File: config.mk
export PLATFORM = sky130hd
export DESIGN_NAME = hcb_ctrl
export DESIGN_NICKNAME = d
export VERILOG_FILES = /design/src/rtl/hcb_pkg.sv /design/src/rtl/hcb_ctrl.sv
export SDC_FILE = /design/constraint.sdc
export NUM_CORES = 1
export LEC_CHECK = 0
export ABC_CLOCK_PERIOD_IN_PS = 1600
export BUFFER_PORTS_ARGS = -buffer_cell sky130_fd_sc_hd__buf_2
export CAP_MARGIN = 20
export CELL_PAD_IN_SITES_DETAIL_PLACEMENT = 0
export CELL_PAD_IN_SITES_GLOBAL_PLACEMENT = 1
export CORE_AREA = 3 3 51 53
export CTS_CLUSTER_DIAMETER = 120
export DETAILED_ROUTE_END_ITERATION = 6
export DIE_AREA = 0 0 54 56
export HOLD_SLACK_MARGIN = 0.02
export PLACE_DENSITY = 0.7
export SYNTH_ARGS = -nofsm -noshare
export SYNTH_HDL_FRONTEND = slang
export SYNTH_SLANG_ARGS = --single-unit
export TNS_END_PERCENT = 10
File: constraint.sdc
create_clock -name clk -period 1.6 [get_ports clk]
set_clock_uncertainty 0.2 [all_clocks]
set_input_delay 0 -clock clk [delete_from_list [all_inputs] [get_ports clk]]
set_output_delay 0 -clock clk [all_outputs]
set_load 0.02 [all_outputs]
File: src/rtl/hcb_pkg.sv
// ----------------------------------------------------------------------------
// hcb_pkg : shared types and constants for the Huffman code builder
// Action codes, datapath operations and the status bundle used between the
// controller and the datapath.
// ----------------------------------------------------------------------------
package hcb_pkg;

  localparam int NUM_SYMBOLS_DEF   = 256;
  localparam int MAX_CODE_BITS_DEF = 32;
  localparam int WEIGHT_BITS_DEF   = 24;

  localparam logic [1:0] ACT_LOAD  = 2'd0;
  localparam logic [1:0] ACT_BUILD = 2'd1;
  localparam logic [1:0] ACT_READ  = 2'd2;

  typedef enum logic [4:0] {
    OP_NONE,
    OP_ACCEPT,
    OP_LOAD,
    OP_CLR_START,
    OP_CLR,
    OP_SCAN_START,
    OP_SCAN,
    OP_NEW,
    OP_LINK_A,
    OP_LINK_B,
    OP_WALK_START,
    OP_WALK_DEC,
    OP_WALK_RD,
    OP_WALK_PAR,
    OP_WALK_WR,
    OP_FINISH,
    OP_READ,
    OP_OUT
  } dp_op_t;

  typedef struct packed {
    logic [1:0] act;
    logic       clr_done;
    logic       scan_done;
    logic       a_found;
    logic       b_found;
    logic       used_eq_n;
    logic       walk_zero;
    logic       walk_skip;
    logic       out_free;
  } hcb_stat_t;

endpackage

File: src/rtl/hcb_ctrl.sv
// ----------------------------------------------------------------------------
// hcb_ctrl : sequencer for the Huffman code builder
// Steps the datapath through load, read and the build passes (leaf clear,
// minimum scan, join, code walk).
// ----------------------------------------------------------------------------
module hcb_ctrl (
  input  logic              clk,
  input  logic              rst,
  input  logic              in_valid,
  output logic              in_stall,
  input  hcb_pkg::hcb_stat_t stat,
  output hcb_pkg::dp_op_t   op
);
  import hcb_pkg::*;

  typedef enum logic [3:0] {
    S_IDLE, S_DISPATCH, S_CLR, S_SCAN0, S_SCAN, S_DECIDE, S_NEW, S_LINK_A,
    S_LINK_B, S_WALK_START, S_WALK_TEST, S_WALK_RD, S_WALK_PAR, S_WALK_WR,
    S_FINISH, S_OUT
  } state_t;

  state_t state, state_next;

  always_ff @(posedge clk) begin
    if (rst) begin
      state <= S_IDLE;
    end else begin
      state <= state_next;
    end
  end

  assign in_stall = (state != S_IDLE);

  always_comb begin
    state_next = state;
    op         = OP_NONE;
    unique case (state)
      S_IDLE: begin
        if (in_valid) begin
          op         = OP_ACCEPT;
          state_next = S_DISPATCH;
        end
      end
      S_DISPATCH: begin
        if (stat.act == ACT_LOAD) begin
          op         = OP_LOAD;
          state_next = S_IDLE;
        end else if (stat.act == ACT_BUILD) begin
          op         = OP_CLR_START;
          state_next = S_CLR;
        end else if (stat.act == ACT_READ) begin
          op         = OP_READ;
          state_next = S_OUT;
        end else begin
          state_next = S_IDLE;
        end
      end
      S_CLR: begin
        if (stat.clr_done) state_next = S_SCAN0;
        else               op = OP_CLR;
      end
      S_SCAN0: begin
        op         = OP_SCAN_START;
        state_next = S_SCAN;
      end
      S_SCAN: begin
        if (stat.scan_done) state_next = S_DECIDE;
        else                op = OP_SCAN;
      end
      S_DECIDE: begin
        if (stat.b_found || stat.used_eq_n) state_next = S_NEW;
        else                                state_next = S_WALK_START;
      end
      S_NEW: begin
        op         = OP_NEW;
        state_next = stat.a_found ? S_LINK_A : S_WALK_START;
      end
      S_LINK_A: begin
        op         = OP_LINK_A;
        state_next = stat.b_found ? S_LINK_B : S_WALK_START;
      end
      S_LINK_B: begin
        op         = OP_LINK_B;
        state_next = S_SCAN0;
      end
      S_WALK_START: begin
        op         = OP_WALK_START;
        state_next = S_WALK_TEST;
      end
      S_WALK_TEST: begin
        if (stat.walk_zero) begin
          state_next = S_FINISH;
        end else begin
          op         = OP_WALK_DEC;
          state_next = S_WALK_RD;
        end
      end
      S_WALK_RD: begin
        op         = OP_WALK_RD;
        state_next = S_WALK_PAR;
      end
      S_WALK_PAR: begin
        if (stat.walk_skip) begin
          state_next = S_WALK_TEST;
        end else begin
          op         = OP_WALK_PAR;
          state_next = S_WALK_WR;
        end
      end
      S_WALK_WR: begin
        op         = OP_WALK_WR;
        state_next = S_WALK_TEST;
      end
      S_FINISH: begin
        op         = OP_FINISH;
        state_next = S_OUT;
      end
      S_OUT: begin
        if (stat.out_free) begin
          op         = OP_OUT;
          state_next = S_IDLE;
        end
      end
      default: state_next = S_IDLE;
    endcase
  end

endmodule

==> flow_summary.json <==
{
  "status": "complete, but fails checks",
  "violations": "negative setup slack",
  "hold_depth": 4,
  "max_slew.worst_pin.slew_ps": 298,
  "vias": 943,
  "routedWlPerCell_um": 14.6,
  "crit_family": "simple AND/OR/NAND/NOR gates",
  "nets": 162,
  "synthFlopType": "dfxtp_1",
  "clkSlewWorstSetupHoldPaths_ps": 40,
  "slowest_stage": "or3b_4",
  "drcViolationCount": 0,
  "setup_viol": 2,
  "r2r-start": "state[1]",
  "swShare_pct": 40.9,
  "fmax_ghz": 0.611,
  "path_max_fanout": 6,
  "routed_via_density": 5.48,
  "p_per_area_mw_per_mm2": 538,
  "grt_use_met3_pct": 1.88,
  "die_x_um": 54,
  "fp.dieH_um": 56,
  "netlist_instances": 102,
  "rsz0062_at_grt": "yes",
  "yosys.area.top_type_share_pct": 12.0,
  "grt_max_degree": 15,
  "final-seq-area_sq_um": 92.6,
  "diodes": 0,
  "insertion_delay_ps": 240,
  "cts_tree": "built",
  "busiest_layer": "met2",
  "dp.cells": 159,
  "cp_num_cells": 5,
  "reg2reg_depth": 5,
  "yosysTopAreaCell": "dfxtp_1",
  "synth_warnings": 0,
  "slew_headroom_pct": 80.1,
  "fp.dieArea_sq_mm": 0.00302,
  "power.internal_uw": 334,
  "multiInputGateArea_sq_um": 544,
  "cp-endpoint": "op[0]",
  "startpoint": "state[0]",
  "cts-root-buf": "clkbuf_4",
  "cp.arrival_ps": 1440,
  "cpPeakStageDelay_ps": 400,
  "synth_nets": 118,
  "core_area_sq_mm": 0.00219,
  "synth.avg_cell_area_sq_um": 6.53,
  "timing.hold.ws_ps": 46.0,
  "p_seq_share_pct": 22.2,
  "gp_congestion": 0.838,
  "clockPowerShare_pct": 22.8,
  "post-place-ws_ps": -78.5,
  "start_util_pct": 30.4,
  "power_switching_uw": 231,
  "leakage_nw": 0.467,
  "layoutNonFillerInstCount": 172,
  "rows": 17,
  "top_register": "state",
  "cts_buffers": 3,
  "io_buffers": 18,
  "syn_area_sq_um": 666,
  "yosysUniqueCellTypes": 38,
  "ios": 19,
  "path_buf_inv": 1,
  "setup.worst_path.end_class": "output port",
  "grt_pass1_vias": 820,
  "utilization_pct": 47.9,
  "synth.top_cells.by_count": "a21oi_1 (9), nand2_1 (9), nor2_1 (9)",
  "layout-drive-gt1-share_pct": 46.5,
  "cts_sinks": 4,
  "dr.pass1.iters": 4,
  "tns_ps": -41.2,
  "area_growth_pct": 57.7,
  "worst_slack_ps": -37.1,
  "r2r_end": "state[2]",
  "yosys-top-cells-area": "dfxtp_1 (12%), a21oi_1 (6.8%), ha_1 (5.6%), o21ai_0 (5.3%), nand2_1 (5.1%)",
  "seq_area_frac_synth_pct": 12.0,
  "cp_cell_sequence": "or3b_4 -> o21ai_2 -> a31oi_1 -> o311ai_1 -> buf_2",
  "startpoint_type": "register",
  "irDropWorstVdd_uv": 228,
  "slew_violations": 0,
  "grt_first_pass_wirelength_mm": 3.66,
  "min_period_ps": 1640,
  "hp-class": "input port to register",
  "hpwl_mm": 1.74,
  "grt_usage_pct": 15.5,
  "drtAntennaViolNets": 0,
  "htree_levels": 1,
  "cts_buffer_depth": 2,
  "ys_ff_latch": 4,
  "hold_viol_final": 0,
  "fillerInstances": 231,
  "grt_util_met2_pct": 23.9,
  "antenna_found_initial": 0,
  "reg2reg_slack_ps": 10,
  "routed_wl_mm": 2.51,
  "comb_power_share_pct": 55.0,
  "reg.largest.list": "state x4",
  "drv_cap": 0,
  "cp.required_ps": 1400,
  "drtIter0Drc": 54,
  "use_met1_pct": 21.6,
  "largest_register_ffs": 4,
  "synth_edf_count": 0,
  "postSynth.asyncResetShare_pct": 0,
  "path_class": "register to output port",
  "grt_overflow": 0,
  "post-route-period-util_pct": 102
}
-- layout make-up --
| class | count | share of cell area (%) |
|---|---|---|
| multi-input combinational | 83 | 51.8 |
| timing repair buffer | 48 | 31.7 |
| sequential | 4 | 8.82 |
| tap | 28 | 3.34 |
| clock buffer | 3 | 2.15 |
| inverter | 6 | 2.15 |
-- worst reg2reg max path, cell delays in order (launching register included) --
cell       delay (ps)
dfxtp_4           370
buf_6             140
nand2b_1          160
o2bb2ai_1         140
a222oi_1          340
o22ai_1           120
-- metal layers --
layer	routed length, um	part of all wire [%]	vias up
met1	1070	43	429
met4	16	0.64	0
met3	221	8.8	3
li1	-	-	463
met2	1200	48	48
met5	0	0	-
-- placed cells by master (no fill, tap or decap), types with 2 or more instances in the layout --
cell type,instances
o22ai_1,2
o311ai_1,2
nor3b_1,3
inv_2,4
o21bai_1,2
o21a_1,2
nor2_1,7
ha_1,3
buf_6,2
a31oi_1,2
nor3_1,3
o21ai_1,3
inv_1,2
nand3_1,3
o21ai_0,5
nand2b_1,4
clkbuf_4,3
nor2_2,2
nand2_1,8
nor3_2,2
a21oi_1,9
o21ai_2,3
o32a_1,2
dlygate4sd3_1,3
buf_2,17
buf_4,26
dfxtp_4,3
-- worst min path at each step --
stage          startpoint        to
2_1_floorplan         rst  state[0]
6_report          stat[5]  state[2]
3_3_place_gp          rst  state[0]
5_1_grt           stat[2]  state[0]
4_1_cts           stat[2]  state[0]
3_5_place_dp          rst  state[0]
-- stage by stage --
step	total power [mW]	area [sq um]
floorplan	0.294	666
global placement	0.398	885
CTS	0.541	973
finish	0.565	1050
global route	0.597	1050
detailed placement	0.398	885
-- kinds of logic (layout without fill, tap and decap cells) --
group                    count (synthesis)  after routing  share of synthesized area, %
flip-flops                               4              4                          12.0
AND/OR/NAND/NOR                         39             39                          29.5
buffers and inverters                   15             57                          11.8
AO/OA/AOI/OAI                           41             41                          41.0
adder cells (fa/ha/maj)                  3              3                          5.64
-- power by group through the flow --
stage | Clock, mW | Combinational (mW) | Sequential (mW)
finish | 0.129 | 0.310 | 0.125
global route | 0.138 | 0.332 | 0.126
CTS | 0.130 | 0.288 | 0.123
detailed placement | 0 | 0.275 | 0.124
global placement | 0 | 0.274 | 0.124
floorplan | 0 | 0.179 | 0.115
-- timing repair --
item | CTS | global route
gates cloned | 0 | 1
hold endpoints to repair | 4 | 0
resized for setup | 13 | 12
buffers inserted | 1 | 5
hold buffers | 3 | 0
pin swaps | 4 | 3
endpoints found under the setup margin | 7 | 9
(Power assumes the default switching activity.)
